$ cat config.mk
export PLATFORM = sky130hd
export DESIGN_NAME = dsh_front
export DESIGN_NICKNAME = d
export VERILOG_FILES = /design/src/dsh_pkg.sv /design/src/dsh_front.sv
export SDC_FILE = /design/constraint.sdc
export NUM_CORES = 1
export LEC_CHECK = 0
export ABC_AREA = 1
export BUFFER_PORTS_ARGS = -buffer_cell sky130_fd_sc_hd__buf_2
export CAP_MARGIN = 5
export CORE_MARGIN = 10
export CORE_UTILIZATION = 68
export CTS_BUF_LIST = sky130_fd_sc_hd__clkbuf_8
export DETAILED_ROUTE_END_ITERATION = 8
export HOLD_SLACK_MARGIN = 0.02
export PLACE_DENSITY = 0.9
export SYNTH_ARGS = -nofsm -noshare
export SYNTH_HDL_FRONTEND = slang
export SYNTH_SLANG_ARGS = --single-unit
$ cat constraint.sdc
create_clock -name aclk -period 15 [get_ports aclk]
set_clock_uncertainty 0.2 [all_clocks]
set_input_delay 0 -clock aclk [delete_from_list [all_inputs] [get_ports aclk]]
set_output_delay 0 -clock aclk [all_outputs]
set_load 0.1 [all_outputs]
$ cat src/dsh_pkg.sv
// Package for the descriptive statistics histogram block.
// Holds payload structs, widths and the front-to-back queue entry type.
// No dependencies.
`default_nettype none
package dsh_pkg;
    localparam int MAX_ITEMS  = 65536;
    localparam int CNT_W      = 17;
    localparam int SUM_W      = 32;
    localparam int SQ_W       = 48;
    localparam int VAL_W      = 16;

    typedef struct packed {
        logic [15:0] value;
        logic        has_value;
        logic        last;
    } in_item_t;

    typedef struct packed {
        logic [23:0] mean_q8;
        logic [15:0] min_nonzero;
        logic [15:0] max_value;
        logic [15:0] variation_q8;
        logic [16:0] frac_zero_q16;
        logic [16:0] frac_one_q16;
        logic [16:0] frac_two_q16;
        logic [16:0] frac_many_q16;
        logic [16:0] item_total;
    } out_item_t;

    typedef struct packed {
        logic [CNT_W-1:0] n;
        logic [SUM_W-1:0] s;
        logic [SQ_W-1:0]  q;
        logic [15:0]      mn;
        logic [15:0]      mx;
        logic [CNT_W-1:0] b0;
        logic [CNT_W-1:0] b1;
        logic [CNT_W-1:0] b2;
        logic [CNT_W-1:0] b3;
    } snap_t;
endpackage
`default_nettype wire

$ cat src/dsh_front.sv
// Front part: accumulates statistics one value per cycle unless a finished snapshot still waits.
// Emits a snapshot on the closing item. Depends on dsh_pkg.
`default_nettype none
module dsh_front (
    input  wire logic            aclk,
    input  wire logic            aresetn,
    input  wire logic            in_valid,
    output logic                 in_ready,
    input  wire dsh_pkg::in_item_t in_data,
    output logic                 snap_valid,
    input  wire logic            snap_ready,
    output dsh_pkg::snap_t       snap_data
);
    dsh_pkg::snap_t acc_reg, acc_next;
    dsh_pkg::snap_t snap_reg;
    logic           full_reg, full_next;
    logic [dsh_pkg::VAL_W-1:0] v;
    logic [31:0]    sq;
    logic           take;

    assign in_ready  = !full_reg || snap_ready;
    assign v         = in_data.value;
    assign sq        = {16'd0, v} * {16'd0, v};
    assign take      = in_valid && in_ready;
    assign full_next = (full_reg && !snap_ready) || (take && in_data.last);

    always_comb begin
        acc_next = acc_reg;
        if (in_data.has_value && acc_reg.n < dsh_pkg::CNT_W'(dsh_pkg::MAX_ITEMS)) begin
            acc_next.n = acc_reg.n + 1'b1;
            acc_next.s = acc_reg.s + dsh_pkg::SUM_W'(v);
            acc_next.q = acc_reg.q + {16'd0, sq};
            if (v != 16'd0 && (acc_reg.mn == 16'd0 || v < acc_reg.mn)) acc_next.mn = v;
            if (v > acc_reg.mx) acc_next.mx = v;
            if (v == 16'd0)      acc_next.b0 = acc_reg.b0 + 1'b1;
            else if (v == 16'd1) acc_next.b1 = acc_reg.b1 + 1'b1;
            else if (v == 16'd2) acc_next.b2 = acc_reg.b2 + 1'b1;
            else                 acc_next.b3 = acc_reg.b3 + 1'b1;
        end
    end

    always_ff @(posedge aclk) begin
        if (!aresetn) begin
            acc_reg  <= '0;
            full_reg <= 1'b0;
        end else begin
            full_reg <= full_next;
            if (take) begin
                if (in_data.last) begin
                    acc_reg  <= '0;
                    snap_reg <= acc_next;
                end else begin
                    acc_reg <= acc_next;
                end
            end
        end
    end

    assign snap_valid = full_reg;
    assign snap_data  = snap_reg;
endmodule
`default_nettype wire

## Word-level counts from Yosys, hierarchy flattened

Index checks and enable logic that the tools add are counted.

| word-level totals | value |
|---|---|
| output and inout bits | 199 |
| bits of input ports | 22 |
| logic and storage cells | 56 |
| bits in registers | 395 |

| cells by class | value |
|---|---|
| reduce and logical (&&, ||, !) cells | 14 |
| magnitude comparators | 3 |
| add/subtract/negate cells | 7 |
| multiply operators | 1 |
| eq/ne operators | 2 |
| muxes and demuxes | 10 |

Operators with widths:

| operator | count |
|---|---|
| 197-bit two-way mux | 2 |
| 17-bit by 1-bit adder with 17-bit output, second input constant | 5 |
| 17-bit two-way mux | 4 |
| 51-bit two-way mux | 1 |
| 48-bit by 32-bit adder with 48-bit output | 1 |
| 34-bit two-way mux | 1 |
| 32-bit by 16-bit adder with 32-bit output | 1 |
| 16-bit zero test | 2 |
| 16-bit by 16-bit multiplier with 32-bit output | 1 |
| 16-bit two-way mux | 2 |
| 17-bit less-than comparator, second input constant | 1 |
| 16-bit by 1-bit equality test with 1-bit output, second input constant | 1 |
| 16-bit by 2-bit equality test with 1-bit output, second input constant | 1 |
| 16-bit > comparator | 1 |
| 16-bit less-than comparator | 1 |
| 16-bit nonzero test | 1 |
| 1-bit logical AND | 5 |
| 1-bit logical OR | 3 |
| 3-bit AND reduction | 1 |
| 1-bit zero test | 2 |

## Depth between registers and ports, before layout

| logic depth | value |
|---|---|
| depth in word-level cells | 6 |
| gate-level depth with buffers | 31 |
| mapped depth without buffers | 29 |

## Least setup slack after synthesis

Ideal clock, no wire load.

| path | value |
|---|---|
| path kind | reg-to-reg |
| from | register full_reg (netlist: snap_valid) |
| to | register snap_reg (netlist bit snap_data[0]) (enable) |
| path buffers | 0 |
| library setup time | 758 ps |
| arrival time | 9996 ps |
| setup slack | 4046 ps |
| required time | 14042 ps |
| cell stages (with the launch flop) | 4 |
| cell sequence | dfxtp_1 -> nand2_1 -> nand3_1 -> nor2_1 |

| between the ends | value |
|---|---|
| word-level cells in the longest chain between the ends | 4 |

RTL lines:

| item | line | source |
|---|---|---|
| start, declared | dsh_front.sv:16 | `logic full_reg, full_next;` |
| start signal, assigned | dsh_front.sv:47 | `full_reg <= full_next;` |
| 1-bit zero test | dsh_front.sv:21 | `assign in_ready = !full_reg \|\| snap_ready;` |
| 1-bit logical OR | dsh_front.sv:21 |  |
| named net in_ready | dsh_front.sv:8 | `output logic in_ready,` |
| 1-bit logical AND | dsh_front.sv:24 | `assign take = in_valid && in_ready;` |
| 3-bit AND reduction (no source line) | - |  |
| end signal, assigned | dsh_front.sv:51 | `snap_reg <= acc_next;` |
| end, declared | dsh_front.sv:15 | `dsh_pkg::snap_t snap_reg;` |

The timed path passes the listed nets, and every way through them passes these cells.
A chain may end at the register's enable or synchronous reset.

==> reports/results.tsv <==
metric	value	unit
status	completed	
WP data arrival	6.48	ns
htree depth	3	
drt total wl	82.8	mm
vias in the first global route	25500	
PortBufs	220	
TritonCTS buffer count	68	
CP startpoint	in_data[4]	
CTS Buffer Depth	3	
DP Wirelength	58.5	mm
vias	25900	
crit end category	flop	
GR Overflow Total	0	
dominant synthesized flop cell	dfxtp_1	
die area	52100	µm²
RePlAce Congestion	0.971	
DRT Pass-1 Iters	8	
chip width	228	µm
largest area contributor in the netlist	edfxtp_1	
initial antenna violation count	1	
CTS tree	yes	
worst hold path depth	5	
top cell types by occurrence after synthesis	1078 x nand2_1, 659 x inv_1, 272 x a21oi_1	
Slew HR	28.5	%
Netlist cell types	54	
Final min period	6.30	ns
Setup-failing EPs final	0	
WS Path Type	in2reg	
clk sink count	395	
Hold Path Class	in2reg	
clock root buffer	clkbuf_8	
Synth async-reset ratio	0	%
PD cells	199	nW/µm²
CP startpoint kind	input port	
r2r endpoint	snap_data[121]	
Cells after Synth	3776	
DRC errors left	0	
worst ir drop on vdd	249	µV
max frequency	159	MHz
EDFF count, synth	197	
Area contributors post-synth	edfxtp_1 20%, nand2_1 14%, dfxtp_1 13%	
Crit Path Max Fanout	21	
std cell rows	76	
# Max-Cap Violations	0	
Mapped Nets	4153	
pin count of the biggest net entering global routing	197	
worst r2r path cells	19	
io pins	221	
RSZ-0062 raised after global routing	no	
Non-Filler Instances	4595	
P_leak	14.8	nW
r2r setup slk	10.11	ns
1st-iter DRT viols	2717	
worst reg2reg startpoint	acc_reg[108]	
Hold Violations, Final	0	
Synth Cell Area	29500	µm²
#FFs+latches synth	395	
Initial Utilization	68.5	%
antenna-violating nets left	0	
routed wire length per instance	18.0	µm
Final nets	4331	
period utilization	42.0	%
Setup TNS	0	ns
mean area per synthesized cell	7.80	µm²
die height	228	µm
Clock Latency Late Sink	0.65	ns
most frequent cell after synthesis	nand2_1	
crit path to	snap_data[131]	
Core Footprint	43000	µm²
layout cells sized above 1	10.1	%
Yosys top cell area share	20.1	%
CP required	15.18	ns
Ys Warns	0	
Vias per Instance	5.64	
first-pass GRT wire length	134	mm
Slew @ Worst Pin	1.07	ns
Placed Cells	4446	
Layout area overhead	9.70	%
Tot GR Track Use	31.5	%
post-CTS setup buffer count	0	
Final Slew Violations	0	
register area share after synthesis	33.5	%
Worst-path clk slew	0.06	ns
-- routing by layer --
layer	vias to the layer above	GRT usage, %	wire [µm]
met2	1378	49.9	38100
met4	0	14.5	3450
li1	12200	-	-
met3	248	6.99	8510
met5	-	0	0
met1	12100	40.8	32700
-- area by class of cell --
cell class                 instances  area (µm²)
multi-input combinational       2553       16400
timing repair buffer             254        1430
clock buffer                      77        1060
inverter                         682        2580
clock inverter                    47         283
antenna                            2        5.00
sequential                       395        9880
tap                              585         732
fill                            3142       10700
-- critical path, stage by stage --
cell and delay, ns:
dlygate4sd3_1 0.53, buf_2 0.50, nand2_1 0.24, fa_1 0.58, inv_1 0.06, fa_1 0.51, fa_1 0.52, fa_1 0.54
fa_1 0.56, inv_1 0.06, fa_1 0.52, inv_1 0.04, ha_1 0.36, nand2_1 0.13, nor2_1 0.20, inv_1 0.09
nor3_1 0.38, nand3_1 0.22, nand3_1 0.13, nand3_1 0.11, and2_1 0.18
-- per-stage QoR --
stage | utilization [%] | power [mW] | instance area, µm² | hold WS (ns) | setup slack [ns]
after global routing | 75.2 | 6.99 | 32300 | 0.160 | 8.42
after global placement | 71.5 | 5.26 | 30700 | 0.0893 | 8.79
final | 75.2 | 6.42 | 32300 | 0.162 | 8.70
after detailed placement | 71.5 | 5.36 | 30700 | 0.116 | 8.69
after CTS | 75.2 | 6.36 | 32300 | 0.0407 | 8.81
after floorplan | - | 4.38 | 29500 | -0.0646 | 4.05
-- logic make-up after synthesis --
logic type	Yosys count	share of synthesized area, %
adder cells (fa/ha/maj)	355	20.0
AND/OR/NAND/NOR	1668	24.4
buffers and inverters	828	11.1
XOR/XNOR	104	3.14
AO/OA/AOI/OAI	426	7.84
flip-flops	395	33.5
-- how the worst min path moves through the flow --
stage	start	end	slack (ns)
after floorplan	aresetn	acc_reg[196]	-0.06
after global placement	aresetn	acc_reg[196]	0.09
after detailed placement	aresetn	acc_reg[196]	0.12
after CTS	in_data[1]	snap_data[196]	0.04
after global routing	in_data[1]	snap_data[196]	0.16
final	in_data[5]	acc_reg[71]	0.16
-- power by group --
group	leakage, nW	internal, mW	switching, mW
logic	10.6	1.34	2.79
clock network	0.759	0.510	0.475
registers	3.39	1.26	0.0435
-- cell usage in the layout (no fill, tap or decap), types with 4 or more instances in the layout --
cell type,count
a21boi_0,11
a21o_1,4
a21oi_1,272
and2_1,48
buf_2,220
buf_4,10
clkbuf_8,77
clkinv_1,8
clkinv_2,13
clkinvlp_4,5
dfxtp_1,198
dlygate4sd3_1,23
edfxtp_1,197
fa_1,195
ha_1,160
inv_1,680
inv_2,12
inv_4,5
nand2_1,1077
nand2_2,5
nand3_1,207
nand3b_1,21
nand4_1,39
nor2_1,166
nor2_4,8
nor3_1,46
nor4_1,14
o211ai_1,17
o21a_1,18
o21ai_0,74
o21ai_1,8
o21bai_1,9
or2_2,17
xnor2_1,41
xor2_1,61
-- timing repair --
item	4_1_cts	5_1_grt
endpoints found under the setup margin	0	0
resized for setup	0	0
hold endpoints to repair	196	0
hold buffers	23	0
Note: power is estimated with default switching activity, not from simulation.
