**src/dsh_pkg.sv**
```systemverilog
// Package for the descriptive statistics histogram block.
// Holds payload structs, widths and the front-to-back queue entry type.
// No dependencies.
`default_nettype none
package dsh_pkg;
    localparam int MAX_ITEMS  = 65536;
    localparam int CNT_W      = 17;
    localparam int SUM_W      = 32;
    localparam int SQ_W       = 48;
    localparam int VAL_W      = 16;

    typedef struct packed {
        logic [15:0] value;
        logic        has_value;
        logic        last;
    } in_item_t;

    typedef struct packed {
        logic [23:0] mean_q8;
        logic [15:0] min_nonzero;
        logic [15:0] max_value;
        logic [15:0] variation_q8;
        logic [16:0] frac_zero_q16;
        logic [16:0] frac_one_q16;
        logic [16:0] frac_two_q16;
        logic [16:0] frac_many_q16;
        logic [16:0] item_total;
    } out_item_t;

    typedef struct packed {
        logic [CNT_W-1:0] n;
        logic [SUM_W-1:0] s;
        logic [SQ_W-1:0]  q;
        logic [15:0]      mn;
        logic [15:0]      mx;
        logic [CNT_W-1:0] b0;
        logic [CNT_W-1:0] b1;
        logic [CNT_W-1:0] b2;
        logic [CNT_W-1:0] b3;
    } snap_t;
endpackage
`default_nettype wire

```
**src/dsh_back.sv**
```systemverilog
// Back part: sequencer for the divisions and square root of one list.
// Shares one restoring divider and one bit-serial root unit. Depends on dsh_pkg.
`default_nettype none
module dsh_back (
    input  wire logic              aclk,
    input  wire logic              aresetn,
    input  wire logic              snap_valid,
    output logic                   snap_ready,
    input  wire dsh_pkg::snap_t    snap_data,
    output logic                   m_valid,
    input  wire logic              m_ready,
    output dsh_pkg::out_item_t     m_data
);
    localparam logic [3:0] ST_IDLE = 4'd0, ST_NQ = 4'd1, ST_S2 = 4'd2, ST_SUB = 4'd3,
        ST_SQRT = 4'd4, ST_DIV = 4'd5, ST_STORE = 4'd6, ST_OUT = 4'd7, ST_MUL = 4'd8;

    logic [3:0]        st_reg;
    dsh_pkg::snap_t    sn_reg;
    logic [2:0]        job_reg;
    logic [6:0]        bit_reg;
    logic [5:0]        pp_reg;
    logic [95:0]       acc_reg;
    logic [95:0]       nq_reg;
    logic [81:0]       d_reg;
    logic [81:0]       rem_reg;
    logic [40:0]       root_reg;
    logic [47:0]       num_reg;
    logic [31:0]       den_reg;
    logic [47:0]       quo_reg;
    logic [32:0]       drem_reg;
    dsh_pkg::out_item_t res_reg;

    logic [83:0] tr;
    logic [83:0] rem_sh;
    logic [32:0] dr_sh;
    logic [47:0] mul_a;
    logic [15:0] mul_b;
    logic [63:0] pprod;

    assign snap_ready = (st_reg == ST_IDLE);
    assign m_valid    = (st_reg == ST_OUT);
    assign m_data     = res_reg;

    assign rem_sh = {rem_reg, d_reg[81:80]};
    assign tr     = {41'd0, root_reg, 2'b01};
    assign dr_sh  = {drem_reg[31:0], num_reg[47]};

    always_comb begin
        mul_a = '0;
        mul_b = '0;
        if (st_reg == ST_NQ) begin
            mul_a = sn_reg.q;
            mul_b = {15'd0, sn_reg.n[16]} & 16'hFFFF;
            mul_b = (pp_reg[0]) ? {15'd0, sn_reg.n[16]} : sn_reg.n[15:0];
        end else begin
            mul_a = {16'd0, sn_reg.s};
            mul_b = pp_reg[0] ? sn_reg.s[31:16] : sn_reg.s[15:0];
        end
        pprod = mul_a * mul_b;
    end

    always_ff @(posedge aclk) begin
        if (!aresetn) begin
            st_reg <= ST_IDLE;
        end else begin
            unique case (st_reg)
                ST_IDLE: if (snap_valid) begin
                    sn_reg  <= snap_data;
                    res_reg <= '0;
                    job_reg <= 3'd0;
                    st_reg  <= (snap_data.n == '0) ? ST_OUT : ST_DIV;
                    num_reg <= {8'd0, snap_data.s, 8'd0};
                    den_reg <= 32'(snap_data.n);
                    quo_reg <= '0;
                    drem_reg <= '0;
                    bit_reg <= 7'd48;
                end
                ST_DIV: begin
                    if (bit_reg != 7'd0) begin
                        num_reg  <= num_reg << 1;
                        if (dr_sh >= {1'b0, den_reg}) begin
                            drem_reg <= dr_sh - {1'b0, den_reg};
                            quo_reg  <= {quo_reg[46:0], 1'b1};
                        end else begin
                            drem_reg <= dr_sh;
                            quo_reg  <= {quo_reg[46:0], 1'b0};
                        end
                        bit_reg <= bit_reg - 1'b1;
                    end else begin
                        st_reg <= ST_STORE;
                    end
                end
                ST_STORE: begin
                    unique case (job_reg)
                        3'd0: res_reg.mean_q8       <= quo_reg[23:0];
                        3'd1: res_reg.frac_zero_q16 <= quo_reg[16:0];
                        3'd2: res_reg.frac_one_q16  <= quo_reg[16:0];
                        3'd3: res_reg.frac_two_q16  <= quo_reg[16:0];
                        3'd4: res_reg.frac_many_q16 <= quo_reg[16:0];
                        default: res_reg.variation_q8 <=
                            (quo_reg[47:16] != '0) ? 16'hFFFF : quo_reg[15:0];
                    endcase
                    quo_reg  <= '0;
                    drem_reg <= '0;
                    bit_reg  <= 7'd48;
                    den_reg  <= 32'(sn_reg.n);
                    job_reg  <= job_reg + 1'b1;
                    unique case (job_reg)
                        3'd0: begin
                            num_reg <= {15'd0, sn_reg.b0, 16'd0};
                            st_reg  <= ST_DIV;
                        end
                        3'd1: begin
                            num_reg <= {15'd0, sn_reg.b1, 16'd0};
                            st_reg  <= ST_DIV;
                        end
                        3'd2: begin
                            num_reg <= {15'd0, sn_reg.b2, 16'd0};
                            st_reg  <= ST_DIV;
                        end
                        3'd3: begin
                            num_reg <= {15'd0, sn_reg.b3, 16'd0};
                            st_reg  <= ST_DIV;
                        end
                        3'd4: begin
                            if (sn_reg.s == '0) begin
                                st_reg <= ST_OUT;
                            end else begin
                                acc_reg <= '0;
                                pp_reg  <= '0;
                                st_reg  <= ST_NQ;
                            end
                        end
                        default: st_reg <= ST_OUT;
                    endcase
                    res_reg.min_nonzero <= sn_reg.mn;
                    res_reg.max_value   <= sn_reg.mx;
                    res_reg.item_total  <= sn_reg.n;
                end
                ST_NQ: begin
                    if (pp_reg[0]) begin
                        nq_reg <= acc_reg + (96'(pprod) << 16);
                        acc_reg <= '0;
                        pp_reg <= '0;
                        st_reg <= ST_S2;
                    end else begin
                        acc_reg <= 96'(pprod);
                        pp_reg  <= 6'd1;
                    end
                end
                ST_S2: begin
                    if (pp_reg[0]) begin
                        acc_reg <= acc_reg + (96'(pprod) << 16);
                        st_reg  <= ST_SUB;
                    end else begin
                        acc_reg <= 96'(pprod);
                        pp_reg  <= 6'd1;
                    end
                end
                ST_SUB: begin
                    if (acc_reg > nq_reg) begin
                        d_reg <= '0;
                    end else begin
                        d_reg <= 82'((nq_reg - acc_reg) << 16);
                    end
                    rem_reg  <= '0;
                    root_reg <= '0;
                    bit_reg  <= 7'd41;
                    st_reg   <= ST_SQRT;
                end
                ST_SQRT: begin
                    if (bit_reg != 7'd0) begin
                        d_reg <= d_reg << 2;
                        if (rem_sh >= tr) begin
                            rem_reg  <= 82'(rem_sh - tr);
                            root_reg <= {root_reg[39:0], 1'b1};
                        end else begin
                            rem_reg  <= 82'(rem_sh);
                            root_reg <= {root_reg[39:0], 1'b0};
                        end
                        bit_reg <= bit_reg - 1'b1;
                    end else begin
                        st_reg <= ST_MUL;
                    end
                end
                ST_MUL: begin
                    num_reg  <= {7'd0, root_reg};
                    den_reg  <= sn_reg.s;
                    quo_reg  <= '0;
                    drem_reg <= '0;
                    bit_reg  <= 7'd48;
                    st_reg   <= ST_DIV;
                end
                ST_OUT: if (m_ready) st_reg <= ST_IDLE;
                default: st_reg <= ST_IDLE;
            endcase
        end
    end
endmodule
`default_nettype wire

```
**config.mk**
```make
export PLATFORM = sky130hd
export DESIGN_NAME = dsh_back
export DESIGN_NICKNAME = d
export VERILOG_FILES = /design/src/dsh_pkg.sv /design/src/dsh_back.sv
export SDC_FILE = /design/constraint.sdc
export NUM_CORES = 2
export LEC_CHECK = 0
export BUFFER_PORTS_ARGS = -buffer_cell sky130_fd_sc_hd__buf_2
export CORE_AREA = 2 2 388 390
export DETAILED_ROUTE_END_ITERATION = 10
export DIE_AREA = 0 0 390 392
export PLACE_DENSITY = 0.75
export SLEW_MARGIN = 5
export SYNTH_ARGS = -nofsm -noshare
export SYNTH_HDL_FRONTEND = slang
export SYNTH_SLANG_ARGS = --single-unit
```
**constraint.sdc**
```tcl
create_clock -name aclk -period 11.6 [get_ports aclk]
set_input_delay 1.16 -clock aclk [delete_from_list [all_inputs] [get_ports aclk]]
set_output_delay 1.16 -clock aclk [all_outputs]
set_load 0.1 [all_outputs]
```
# --- Word level (Yosys, flattened, before mapping) ---
# Index checks and enable logic that the tools add are counted.
totals:
  register_bits: 926
  inputBits: 201
  output_inout_bits: 159
  wordCells: 163
op_classes:
  addsub: 6
  n_mul: 1
  order_cmp: 3
  eq_ne: 29
  n_mux: 60
  n_reduce_logical: 33
ops:
  columns: ["operator", "n"]
  rows:
  - ["$pmux 48 s4", 2]
  - ["$mux 82", 4]
  - ["$pmux 82 s2", 2]
  - ["$pmux 157 s2", 1]
  - ["$mux 96", 3]
  - ["$pmux 96 s3", 1]
  - ["$mux 48", 5]
  - ["$pmux 32 s3", 2]
  - ["$mux 157", 1]
  - ["$pmux 48 s3", 1]
  - ["$mux 32", 4]
  - ["$add 96x80->96", 1]
  - ["$gt 96x96->1", 1]
  - ["$ge 84x43->1", 1]
  - ["$pmux 41 s2", 1]
  - ["$sub 82x43->82", 1]
  - ["$mux 16", 5]
  - ["$mux 17", 4]
  - ["$sub 66x66->66", 1]
  - ["$mul 48x16->64", 1]
  - ["$mux 64", 1]
  - ["$mux 41", 1]
  - ["$pmux 4 s9", 1]
  - ["$reduce_and 4->1", 9]
  - ["other kinds (38)", 78]

# --- Longest topological paths before layout ---
depth:
  ltp_word: 6
  mapped_depth: 45
  depth_no_buf: 41

# --- Least setup slack after synthesis ---
# OpenSTA, ideal clock, no wires.
synth_timing:
  kind: "register -> register"
  start: "reg st_reg[1]"
  end: "reg d_reg[16] (enable)"
  setup_time_ps: 761
  arrival_ps: 9743
  t_required_ps: 10839
  setup_slack_ps: 1096
  stages_incl_launch_ff: 7
  n_path_buf: 2
  period_less_slack_ps: 10504
  path_cell_list: "dfxtp_1 -> clkbuf_1 -> or3b_2 -> clkbuf_1 -> a21oi_1 -> a22oi_1 -> nor2b_1"
synth_via:
  elab_chain_len: 3
  elab_cells_between_ends: 5
  classes_between: "3 x eq/ne; 2 x reduce/logical"
synth_lines:
  columns: ["item", "line", "source"]
  rows:
  - ["from (decl)", "dsh_back.sv:17", "logic [3:0] st_reg;"]
  - ["from (signal assigned)", "dsh_back.sv:71", "st_reg <= (snap_data.n == '0) ? ST_OUT : ST_DIV;"]
  - ["$eq 4x3->1 / $eq 4x2->1 (equally long branches)", "dsh_back.sv:66", "unique case (st_reg)"]
  - ["$ne 2x2->1 (no line) / $reduce_bool 2->1 (equally long branches)", null, null]
  - ["$reduce_and 3->1 (no line) *", null, null]
  - ["to (signal assigned)", "dsh_back.sv:164", "d_reg <= 82'((nq_reg - acc_reg) << 16);"]
  - ["to (signal assigned)", "dsh_back.sv:173", "d_reg <= d_reg << 2;"]
  - ["to (decl)", "dsh_back.sv:24", "logic [81:0] d_reg;"]
# Mark *: on every way between the ends. The rest lies on a longest branch, timed or not.
# A chain may end at the register's enable or synchronous reset.

# --- Worst setup path in the final report ---
layout_timing:
  start: "reg st_reg[1]"
  end: "reg acc_reg[90], data pin"
layout_via:
  elab_chain_len: 6
  elab_cells_between_ends: 9
  classes_between: "1 x add/sub; 1 x mul; 3 x eq/ne; 4 x mux"
layout_lines:
  columns: ["item", "line", "source"]
  rows:
  - ["$eq 4x1->1", "dsh_back.sv:51, dsh_back.sv:66", null]
  - ["$mux 48 / $mux 16 (equally long branches)", "dsh_back.sv:51", "if (st_reg == ST_NQ) begin"]
  - ["$mul 48x16->64", "dsh_back.sv:59", "pprod = mul_a * mul_b;"]
  - ["$add 96x80->96", "dsh_back.sv:153", "acc_reg <= acc_reg + (96'(pprod) << 16);"]
  - ["$mux 96", "dsh_back.sv:152", "if (pp_reg[0]) begin"]
  - ["$pmux 96 s3 *", "dsh_back.sv:66", null]
  - ["to (signal assigned)", "dsh_back.sv:147", "acc_reg <= 96'(pprod);"]
  - ["to (signal assigned)", "dsh_back.sv:153", null]
  - ["to (signal assigned)", "dsh_back.sv:156", "acc_reg <= 96'(pprod);"]
  - ["to (decl)", "dsh_back.sv:22", "logic [95:0] acc_reg;"]
# Marks and branches as above.

==> impl_metrics.csv <==
group,metric,value,unit
outcome,outcome,"finished clean",
yosys,synth.distinct_cells,85,
route,vias_per_cell,5.85,
yosys,postSynthAreaPerCell,9.89,um2
clock_tree,root_buffer,"clkbuf_16",
worst_setup_path,crit_required,12090,ps
route,route.met2.wl,95.1,mm
worst_setup_path,crit_buf_inv,8,
clock_tree,cts_buffer_depth,3,
grt,grt_antenna_before_repair,13,
finish,final_nets,9020,
die,fp.dieH,392,um
finish,largest_reg_flops,197,
grt,grt_max_degree,86,
die,rows,142,
worst_setup_path,criticalPathCategory,"reg2reg",
finish,mostFrequentLayoutCells,"1011 x inv_1, 958 x nand2_1, 906 x edfxtp_1",
yosys,synth_compound_area_share,12.1,%
yosys,synth_warnings,0,
worst_setup_path,cp_slowest_stage_delay,590,ps
die,die_w,390,um
yosys,syn_inst,7456,
yosys,synthesis.area,73700,um2
route,vias,57157,
finish,area_growth,10.7,%
sta,fmaxAchievable,89.5,MHz
die,core_area,149000,um2
grt,grtUsageTotal,28.0,%
sta,slew-limit-headroom,15.8,%
placed_design,portBuffers,359,
clock_tree,cts.sinks,910,
route,first_pass_iters,7,
clock_tree,hold_buffers,0,
worst_setup_path,crit_arrival,11660,ps
sta,tightest_slew,1260,ps
route,top_layer_used,"met4",
yosys,yosys.area_share.simple,14.6,%
worst_setup_path,critPathTopFamily,"adder cells",
yosys,synth_xor_area_share,3.63,%
grt,first_global_vias,56564,
yosys,synth_fa_ha_area_share,25.0,%
route,met1_length,88.2,mm
placed_design,routabilityCongestion,1.01,
sta,setup_violations,0,
hold_path,worstHoldPathType,"reg2reg",
yosys,synthMuxAreaShare,0.624,%
route,drt_iter0_drc,5805,
yosys,syn_nets,8745,
sta,hold_viol,0,
worst_setup_path,endpoint_kind,"flip-flop",
yosys,synth_edf_count,906,
worst_setup_path,cp_max_fo,62,
grt,grt-ovfl-total,0,
die,initial_core_util,49.5,%
sta,drv_slew,0,
worst_setup_path,cp_common_cell,"fa_1",
worst_setup_path,cpMaxStageDelayCell,"a2111oi_0",
finish,fill_cells,12813,
yosys,synth_top_family_by_area,"adder cells",
clock_tree,htreeDepth,3,
die,die_area,153000,um2
clock_tree,clk_latency,770,ps
yosys,yosysSeqAreaShare,37.0,%
placed_design,hpwl,166,mm
clock_tree,clk_pin_slew,70,ps
clock_tree,cts_tree,"built",
finish,utilization,54.8,%
route,route.detailed.drc,0,
sta,skew,86.9,ps
sta,finalCriticalPeriod,11170,ps
sta,min_period_over_period,96.3,%
yosys,ys_ff_latch,910,
worst_setup_path,startpoint_type,"flip-flop",
route,ant_nets,0,
grt,grt_pass1_wl,332,mm
die,io_pins,360,
yosys,async_flop_share,0,%
route,wl,214,mm
clock_tree,cts_made_buffers,99,
flow_run,max_cap_violations,0,
route,dr_wl_met3,20.0,mm
finish,drive_gt1_share,9.67,%
route,avgRoutedWirePerCell,21.9,um
finish,final_common_cell,"inv_1",
yosys,ys.flop_type,"edfxtp_1",
==> worst paths after layout <==
path / startpoint / end / slack, ps / depth (start not counted)
worst max-delay path: st_reg[1] / acc_reg[90] / 430 / 37
worst min-delay path: num_reg[2] / num_reg[3] / 460 / 1
worst max register to register: st_reg[1] / acc_reg[90] / 430 / 37
worst min register to register: num_reg[2] / num_reg[3] / 460 / 1
==> logic make-up after synthesis <==
group | count (synthesis)
muxes | 46
xor gates and xnor gates | 306
and+or+nand+nor | 2359
AOI/OAI and AO/OA | 1385
buffers and inverters | 1362
adders and majority gates | 1088
DFF | 910
==> timing repair <==
action / in CTS / in global routing
buffers inserted: 0 / 8
resized for setup: 0 / 22
setup endpoints to repair: 0 / 37
==> area by class of cell <==
type / instances / area [um2] / share of cell area, %
flip-flops and latches: 910 / 27300 / 33.4
clock inverters: 65 / 825 / 1.01
inverters: 1013 / 3800 / 4.66
multi-input cells: 5184 / 41600 / 50.9
diodes: 14 / 35.0 / 0.0429
well taps: 1944 / 2430 / 2.98
repair buffers: 523 / 3160 / 3.87
clock buffers: 116 / 2540 / 3.11
==> metal layers <==
layer | GRT usage, % | vias up
met5 | 0 | -
met4 | 12.2 | 0
met3 | 4.91 | 477
met2 | 42.7 | 2817
met1 | 39.2 | 28139
li1 | - | 25724
==> Yosys cell counts, drive strengths merged (26+ instances only) <==
| cell type | n | share of area (%) |
|---|---|---|
| inv | 1012 | 5.2 |
| nand2 | 960 | 4.9 |
| edfxtp | 906 | 37 |
| fa | 645 | 18 |
| nor2 | 612 | 3.1 |
| a21oi | 447 | 3.0 |
| ha | 443 | 7.5 |
| clkbuf | 323 | 1.6 |
| o21ai | 250 | 1.7 |
| and2 | 184 | 1.6 |
| xnor2 | 168 | 2.0 |
| a21o | 166 | 1.7 |
| xor2 | 138 | 1.6 |
| and3 | 96 | 0.81 |
| nand4 | 93 | 0.79 |
| nor3 | 85 | 0.58 |
| nand3 | 84 | 0.58 |
| a22o | 61 | 0.72 |
| nor2b | 61 | 0.52 |
| o21bai | 56 | 0.57 |
| nand2b | 55 | 0.47 |
| o21a | 55 | 0.56 |
| o31ai | 52 | 0.53 |
| nor4 | 49 | 0.43 |
| a22oi | 47 | 0.48 |
| mux2i | 46 | 0.62 |
| a211oi | 43 | 0.44 |
| a221o | 26 | 0.35 |
| a221oi | 26 | 0.31 |
| buf | 26 | 0.17 |
==> through the flow <==
step	hold slack (ps)	cell area [um2]	setup TNS [ps]	setup WS [ps]	std cells
after floorplan	457	73700	0	1100	7456
after global placement	496	78100	0	175	9566
after global routing	494	81600	-2.84	-2.84	9764
after detailed placement	502	78100	0	120	9566
after CTS	469	81500	0	82.4	9747
final	465	81700	0	426	9769
Power is left out: the tool's default activity adds up to more than one toggle a clock period on the data nets, which glitch-free logic cannot reach.
